==> config.mk <==
export PLATFORM = sky130hd
export DESIGN_NAME = system_tick_down_counter
export DESIGN_NICKNAME = d
export VERILOG_FILES = /design/src/rtl/core/stdc_pkg.sv /design/src/rtl/core/system_tick_down_counter.sv
export SDC_FILE = /design/constraint.sdc
export NUM_CORES = 1
export LEC_CHECK = 0
export BUFFER_PORTS_ARGS = -buffer_cell sky130_fd_sc_hd__buf_2
export CELL_PAD_IN_SITES_DETAIL_PLACEMENT = 1
export CELL_PAD_IN_SITES_GLOBAL_PLACEMENT = 1
export CORE_MARGIN = 2
export CORE_UTILIZATION = 46
export DETAILED_ROUTE_END_ITERATION = 8
export PLACE_DENSITY_LB_ADDON = 0.1
export SYNTH_ARGS = -nofsm -noshare
export SYNTH_HDL_FRONTEND = slang
export SYNTH_SLANG_ARGS = --single-unit
==> constraint.sdc <==
create_clock -name clk -period 3.7 [get_ports clk]
set_input_delay 0.74 -clock clk [delete_from_list [all_inputs] [get_ports clk]]
set_output_delay 0.74 -clock clk [all_outputs]
set_load 0.005 [all_outputs]
==> src/rtl/core/stdc_pkg.sv <==
// Package with the constants and codes of the system tick down counter.
`default_nettype none

package stdc_pkg;

  localparam int COUNTER_BITS     = 24;
  localparam int REFERENCE_DIVIDE = 8;
  localparam int PRESCALE_BITS    = $clog2(REFERENCE_DIVIDE);
  localparam int DATA_BITS        = 24;

  localparam int CTRL_ENABLE_BIT  = 0;
  localparam int CTRL_INT_BIT     = 1;
  localparam int CTRL_CLKSRC_BIT  = 2;
  localparam int CTRL_FLAG_BIT    = 16;

  typedef logic [COUNTER_BITS-1:0]  count_t;
  typedef logic [PRESCALE_BITS-1:0] prescale_t;
  typedef logic [DATA_BITS-1:0]     data_t;

  typedef enum logic [1:0] {
    ACT_TICK  = 2'd0,
    ACT_READ  = 2'd1,
    ACT_WRITE = 2'd2,
    ACT_NOP   = 2'd3
  } action_t;

  typedef enum logic [1:0] {
    REG_CTRL    = 2'd0,
    REG_RELOAD  = 2'd1,
    REG_CURRENT = 2'd2,
    REG_ELAPSED = 2'd3
  } reg_sel_t;

endpackage

`default_nettype wire

==> src/rtl/core/system_tick_down_counter.sv <==
// Top level of the system tick down counter with its request pipeline.
//
// Each request on the input channel (in_valid, in_ready) is a clock tick, a
// register read, a register write or a no-op, selected by action, reg_select and
// write_data. Each request yields exactly one response on the output channel
// (out_valid, out_ready): read_data carries the register contents on reads,
// interrupt_request is high when a tick brought the counter to zero with
// interrupts enabled.
// The request goes into an input register; the timer state is updated and the
// response is formed from it and held in an output register once that register
// is free. One request is accepted in every cycle while the receiver does not
// stall; the throughput is set by the single state update between the input
// and output registers.
// When the receiver stalls, the output register holds its response and the
// input register fills; in_ready then drops until the response is taken.
// The cfg channel (cfg_valid, cfg_ready, one_shot) sets one-shot mode and is
// always ready. Synchronous reset clears all timer state and the valid flags of
// both pipeline stages.
`default_nettype none

module system_tick_down_counter
  import stdc_pkg::*;
(
  input  wire logic                 clk,
  input  wire logic                 rst,
  input  wire logic                 in_valid,
  output logic                      in_ready,
  input  wire logic [1:0]           action,
  input  wire logic [1:0]           reg_select,
  input  wire logic [DATA_BITS-1:0] write_data,
  output logic                      out_valid,
  input  wire logic                 out_ready,
  output logic [DATA_BITS-1:0]      read_data,
  output logic                      interrupt_request,
  input  wire logic                 cfg_valid,
  output logic                      cfg_ready,
  input  wire logic                 one_shot
);

  logic      req_valid;
  action_t   req_action;
  reg_sel_t  req_sel;
  data_t     req_data;

  count_t    current_count, current_count_next;
  count_t    reload_value, reload_value_next;
  logic      counter_enable, counter_enable_next;
  logic      interrupt_enable, interrupt_enable_next;
  logic      clock_select, clock_select_next;
  logic      count_flag, count_flag_next;
  prescale_t prescale_count, prescale_count_next;
  logic      one_shot_mode;

  logic      advance;
  data_t     rd_next;
  logic      irq_next;
  logic      tick_event;
  count_t    count_dec;
  count_t    elapsed;

  assign advance   = req_valid && (!out_valid || out_ready);
  assign in_ready  = !req_valid || advance;
  assign cfg_ready = 1'b1;

  assign count_dec = current_count - count_t'(1);
  assign elapsed   = reload_value - current_count;

  always_comb begin
    current_count_next    = current_count;
    reload_value_next     = reload_value;
    counter_enable_next   = counter_enable;
    interrupt_enable_next = interrupt_enable;
    clock_select_next     = clock_select;
    count_flag_next       = count_flag;
    prescale_count_next   = prescale_count;
    rd_next               = '0;
    irq_next              = 1'b0;
    tick_event            = 1'b0;
    unique case (req_action)
      ACT_TICK: begin
        if (prescale_count == prescale_t'(REFERENCE_DIVIDE - 1)) begin
          prescale_count_next = '0;
        end else begin
          prescale_count_next = prescale_count + prescale_t'(1);
        end
        tick_event = clock_select || (prescale_count_next == '0);
        if (counter_enable && tick_event) begin
          if (current_count == '0) begin
            current_count_next = reload_value;
          end else begin
            current_count_next = count_dec;
            if (count_dec == '0) begin
              count_flag_next = 1'b1;
              if (interrupt_enable) begin
                irq_next = 1'b1;
                if (one_shot_mode) begin
                  counter_enable_next   = 1'b0;
                  interrupt_enable_next = 1'b0;
                  current_count_next    = '0;
                end
              end
            end
          end
        end
      end
      ACT_READ: begin
        unique case (req_sel)
          REG_CTRL: begin
            rd_next[CTRL_ENABLE_BIT] = counter_enable;
            rd_next[CTRL_INT_BIT]    = interrupt_enable;
            rd_next[CTRL_CLKSRC_BIT] = clock_select;
            rd_next[CTRL_FLAG_BIT]   = count_flag;
            count_flag_next          = 1'b0;
          end
          REG_RELOAD:  rd_next = data_t'(reload_value);
          REG_CURRENT: rd_next = data_t'(current_count);
          REG_ELAPSED: rd_next = data_t'(elapsed);
          default:     rd_next = '0;
        endcase
      end
      ACT_WRITE: begin
        unique case (req_sel)
          REG_CTRL: begin
            counter_enable_next   = req_data[CTRL_ENABLE_BIT];
            interrupt_enable_next = req_data[CTRL_INT_BIT];
            clock_select_next     = req_data[CTRL_CLKSRC_BIT];
          end
          REG_RELOAD:  reload_value_next = count_t'(req_data);
          REG_CURRENT: begin
            current_count_next = '0;
            count_flag_next    = 1'b0;
          end
          REG_ELAPSED: ;
          default: ;
        endcase
      end
      ACT_NOP: ;
      default: ;
    endcase
  end

  always_ff @(posedge clk) begin
    if (rst) begin
      req_valid        <= 1'b0;
      out_valid        <= 1'b0;
      current_count    <= '0;
      reload_value     <= '0;
      counter_enable   <= 1'b0;
      interrupt_enable <= 1'b0;
      clock_select     <= 1'b0;
      count_flag       <= 1'b0;
      prescale_count   <= '0;
      one_shot_mode    <= 1'b0;
    end else begin
      if (cfg_valid) begin
        one_shot_mode <= one_shot;
      end
      if (in_ready) begin
        req_valid <= in_valid;
      end
      if (advance) begin
        out_valid        <= 1'b1;
        current_count    <= current_count_next;
        reload_value     <= reload_value_next;
        counter_enable   <= counter_enable_next;
        interrupt_enable <= interrupt_enable_next;
        clock_select     <= clock_select_next;
        count_flag       <= count_flag_next;
        prescale_count   <= prescale_count_next;
      end else if (out_ready) begin
        out_valid <= 1'b0;
      end
    end
  end

  always_ff @(posedge clk) begin
    if (in_valid && in_ready) begin
      req_action <= action_t'(action);
      req_sel    <= reg_sel_t'(reg_select);
      req_data   <= write_data;
    end
    if (advance) begin
      read_data         <= rd_next;
      interrupt_request <= irq_next;
    end
  end

endmodule

`default_nettype wire
==> impl_results.md <==
- Final setup viols: 0
- Post-Syn Instances: between 700 and 800
- Largest net degree at the start of global routing: between 40 and 50
- Hold crit path type: flip-flop to flip-flop
- Final ANT Viol Nets: 0
- Largest family of logic cells by synthesized area: compound AO/OA/AOI/OAI gates
- Routed WL per cell: around 21 um
- Die height: ~130 um
- Adder-Cell Fraction of Synth Area: 0.06014
- Reg clk slew, reported paths: 80 ps
- Worst Max-Slew Pin Slew: 1185 ps
- Status: completed
- First-pass iteration count of the detailed router: 5
- Simple-Gate Fraction of Synth Area: 0.2088
- WL final: 21.38 mm
- Maximum Capacitance Violations: 0
- Synth Register Bits: 111
- GP Congestion: a little over 0.9
- CP Launch Type: flip-flop
- Fin Hold WS: 478.0 ps
- Total grt overflow: 0
- Yosys warning count: 0
- Required time of the critical path: 3910 ps
- Clock skew: 10.13 ps
- Worst setup EP type: flip-flop
- Root buf cell: clkbuf_16
- CP max FO: 6
- Initial antenna violation count: 0
- RSZ-0062 raised after global routing: no
- Cell Pwr Density: 344.3 nW/um^2
- Xor/xnor share of the synthesized area: 0.02324
- Vias: a little over 6000
- Post-route setup TNS: 0 ps
- Core area: about 14000 um^2
- Part of the Yosys area used for sequential elements: 0.4058
- Commonest non-fill, non-tap cells in the layout: nand2_1 (100), a21oi_1 (80), nor2_1 (61)
- Post-DR vias/cell: 6.176
- R2R depth: 10
- Mapped Area: 6783 um^2
- Io pins: 62
- Setup Fix Bufs, Post-CTS: 0
- Die Area: roughly 16000 um^2
- Share of post-route cells with drive strength above 1: 0.1422
- DRC: 0
- Clock Path Buffers: 2
- Max Freq: ~320 MHz
- Die width: between 100 and 150 um
- H-tree depth: 3
- Area delta synth->final: 11.70%
- Initial core utilization: 0.4685
- Cts hold-fix bufs: 0
- Post-synth EDFFs: 53
- Critical Path AT: ~3400 ps
- CTS resizes: 0
- DRT iter0 DRCs: 400
- Ys flop type: dfxtp_1
- Clock Latency Late Sink: about 360 ps
- Net count, final: 884
- Cts bufs inserted: 9
- Buffers on Ports: 60
- Max VDD drop: between 300 and 400 uV
- Fin crit period: approximately 3200 ps
- Most common cell after layout, fill and taps aside: nand2_1
- ANT cells: 0
- First-pass GRT wire length: between 30 and 40 mm
- Clk sinks: 111
- Mux contribution to synthesized area: 0.03302
- WHS Path Cells: 2
- CTS tree: built
- Crit Path Class: flip-flop to flip-flop
- Total GRT Usage: 0.2737
- FP Rows: 44
- Compound-Gate Fraction of Synth Area: 0.2166
- Final hold vios: 0
- Final Max Tran Viols: 0
- Final cycle utilization of the critical path: 0.8555
- Async SR Flop Fraction: 0
- Library cells used by synthesis: 76
- Slew Limit Headroom: 0.2100
- Detail Placement HPWL: around 16 mm
- Lkg Pwr: ~0.0028 uW
- Vias in the first global route: 6432
- Pwr Total: between 2000 and 3000 uW
- Avg Cell Area, Syn: a little under 9 um^2
- Post-synth net total: 840
==> per-stage QoR <==
step	util	worst slack, ps	std cells	cell area [um^2]
global route	0.5232	378.2	1007	7576
global placement	0.5010	717.6	991	7253
CTS	0.5232	605.4	1007	7576
detailed placement	0.5010	644.4	991	7253
finish	0.5232	534.7	1007	7576
floorplan	-	1009	774	6783
==> synth_stat cells, types with 6 or more instances <==
| cell type | number | share of area |
|---|---|---|
| nand2_1 | 100 | 0.055 |
| a21oi_1 | 80 | 0.059 |
| nor2_1 | 61 | 0.034 |
| dfxtp_1 | 58 | 0.17 |
| edfxtp_1 | 53 | 0.23 |
| inv_1 | 39 | 0.022 |
| clkbuf_1 | 33 | 0.018 |
| ha_1 | 31 | 0.057 |
| o21ai_0 | 29 | 0.021 |
| nand3_1 | 24 | 0.018 |
| nor3_1 | 22 | 0.016 |
| mux2i_1 | 13 | 0.019 |
| xnor2_1 | 13 | 0.017 |
| a211oi_1 | 12 | 0.013 |
| o211ai_1 | 12 | 0.013 |
| o31ai_1 | 12 | 0.013 |
| a31oi_1 | 11 | 0.010 |
| a22oi_1 | 10 | 0.011 |
| or3_1 | 10 | 0.0092 |
| and2_1 | 9 | 0.0083 |
| nor4_1 | 9 | 0.0083 |
| nand2b_1 | 8 | 0.0074 |
| nor2b_1 | 7 | 0.0065 |
| a21o_1 | 6 | 0.0066 |
| and3_1 | 6 | 0.0055 |
| nand4_1 | 6 | 0.0055 |
==> worst max-delay path: stages, from the launching register on <==
cell	delay [ps]
dfxtp_1	440
ha_1	200
inv_1	50
fa_1	450
a211oi_1	410
nor3_1	180
o221ai_1	390
a21oi_1	130
nor2b_1	260
mux2_2	370
o21ai_0	150
==> routing by layer <==
layer  part of all wire  GRT usage
met5                  0          0
met4              0.025     0.1052
met3              0.049    0.03509
met2               0.46     0.4397
met1               0.47     0.3770
==> power breakdown <==
group | internal, uW | total [uW] | leakage [uW] | switching (uW)
sequential | 1320 | 1340 | 0.000986 | 19.5
clock | 550 | 1070 | 0.000159 | 515
combinational | 76.8 | 204 | 0.00166 | 128
total | 1950 | 2610 | 0.00280 | 662
==> state kept, by name, summed over array words and instances (netlist names), 2 cells and up <==
| name | count |
|---|---|
| current_count | 24 |
| read_data | 24 |
| reload_value | 24 |
| req_data | 24 |
| prescale_count | 3 |
| req_action | 2 |
| req_sel | 2 |
==> kinds of logic (layout without fill, tap and decap cells) <==
group	Yosys count	after routing
AO/OA/AOI/OAI	226	226
XOR/XNOR	18	18
adder cells (fa/ha/maj)	32	32
buffers and inverters	84	133
flip-flops	111	111
multiplexers	18	18
other	1	1
AND/OR/NAND/NOR	284	284
==> final timing paths <==
path	start	end	slack, ps
worst max register to register	current_count[0]	read_data[20]	530
worst max-delay path	current_count[0]	read_data[20]	530
worst min-delay path	current_count[18]	current_count[18]	480
worst min register to register	current_count[18]	current_count[18]	480
==> cell type report <==
cell class | instances | area, um^2
clock buffers | 9 | 225.2
clock inverters | 7 | 97.59
fillers | 1734 | 6903
inverters | 40 | 150.1
multi-input cells | 579 | 3692
flip-flops and latches | 111 | 2753
well taps | 184 | 230.2
repair buffers | 77 | 427.9
(Power assumes the default switching activity.)
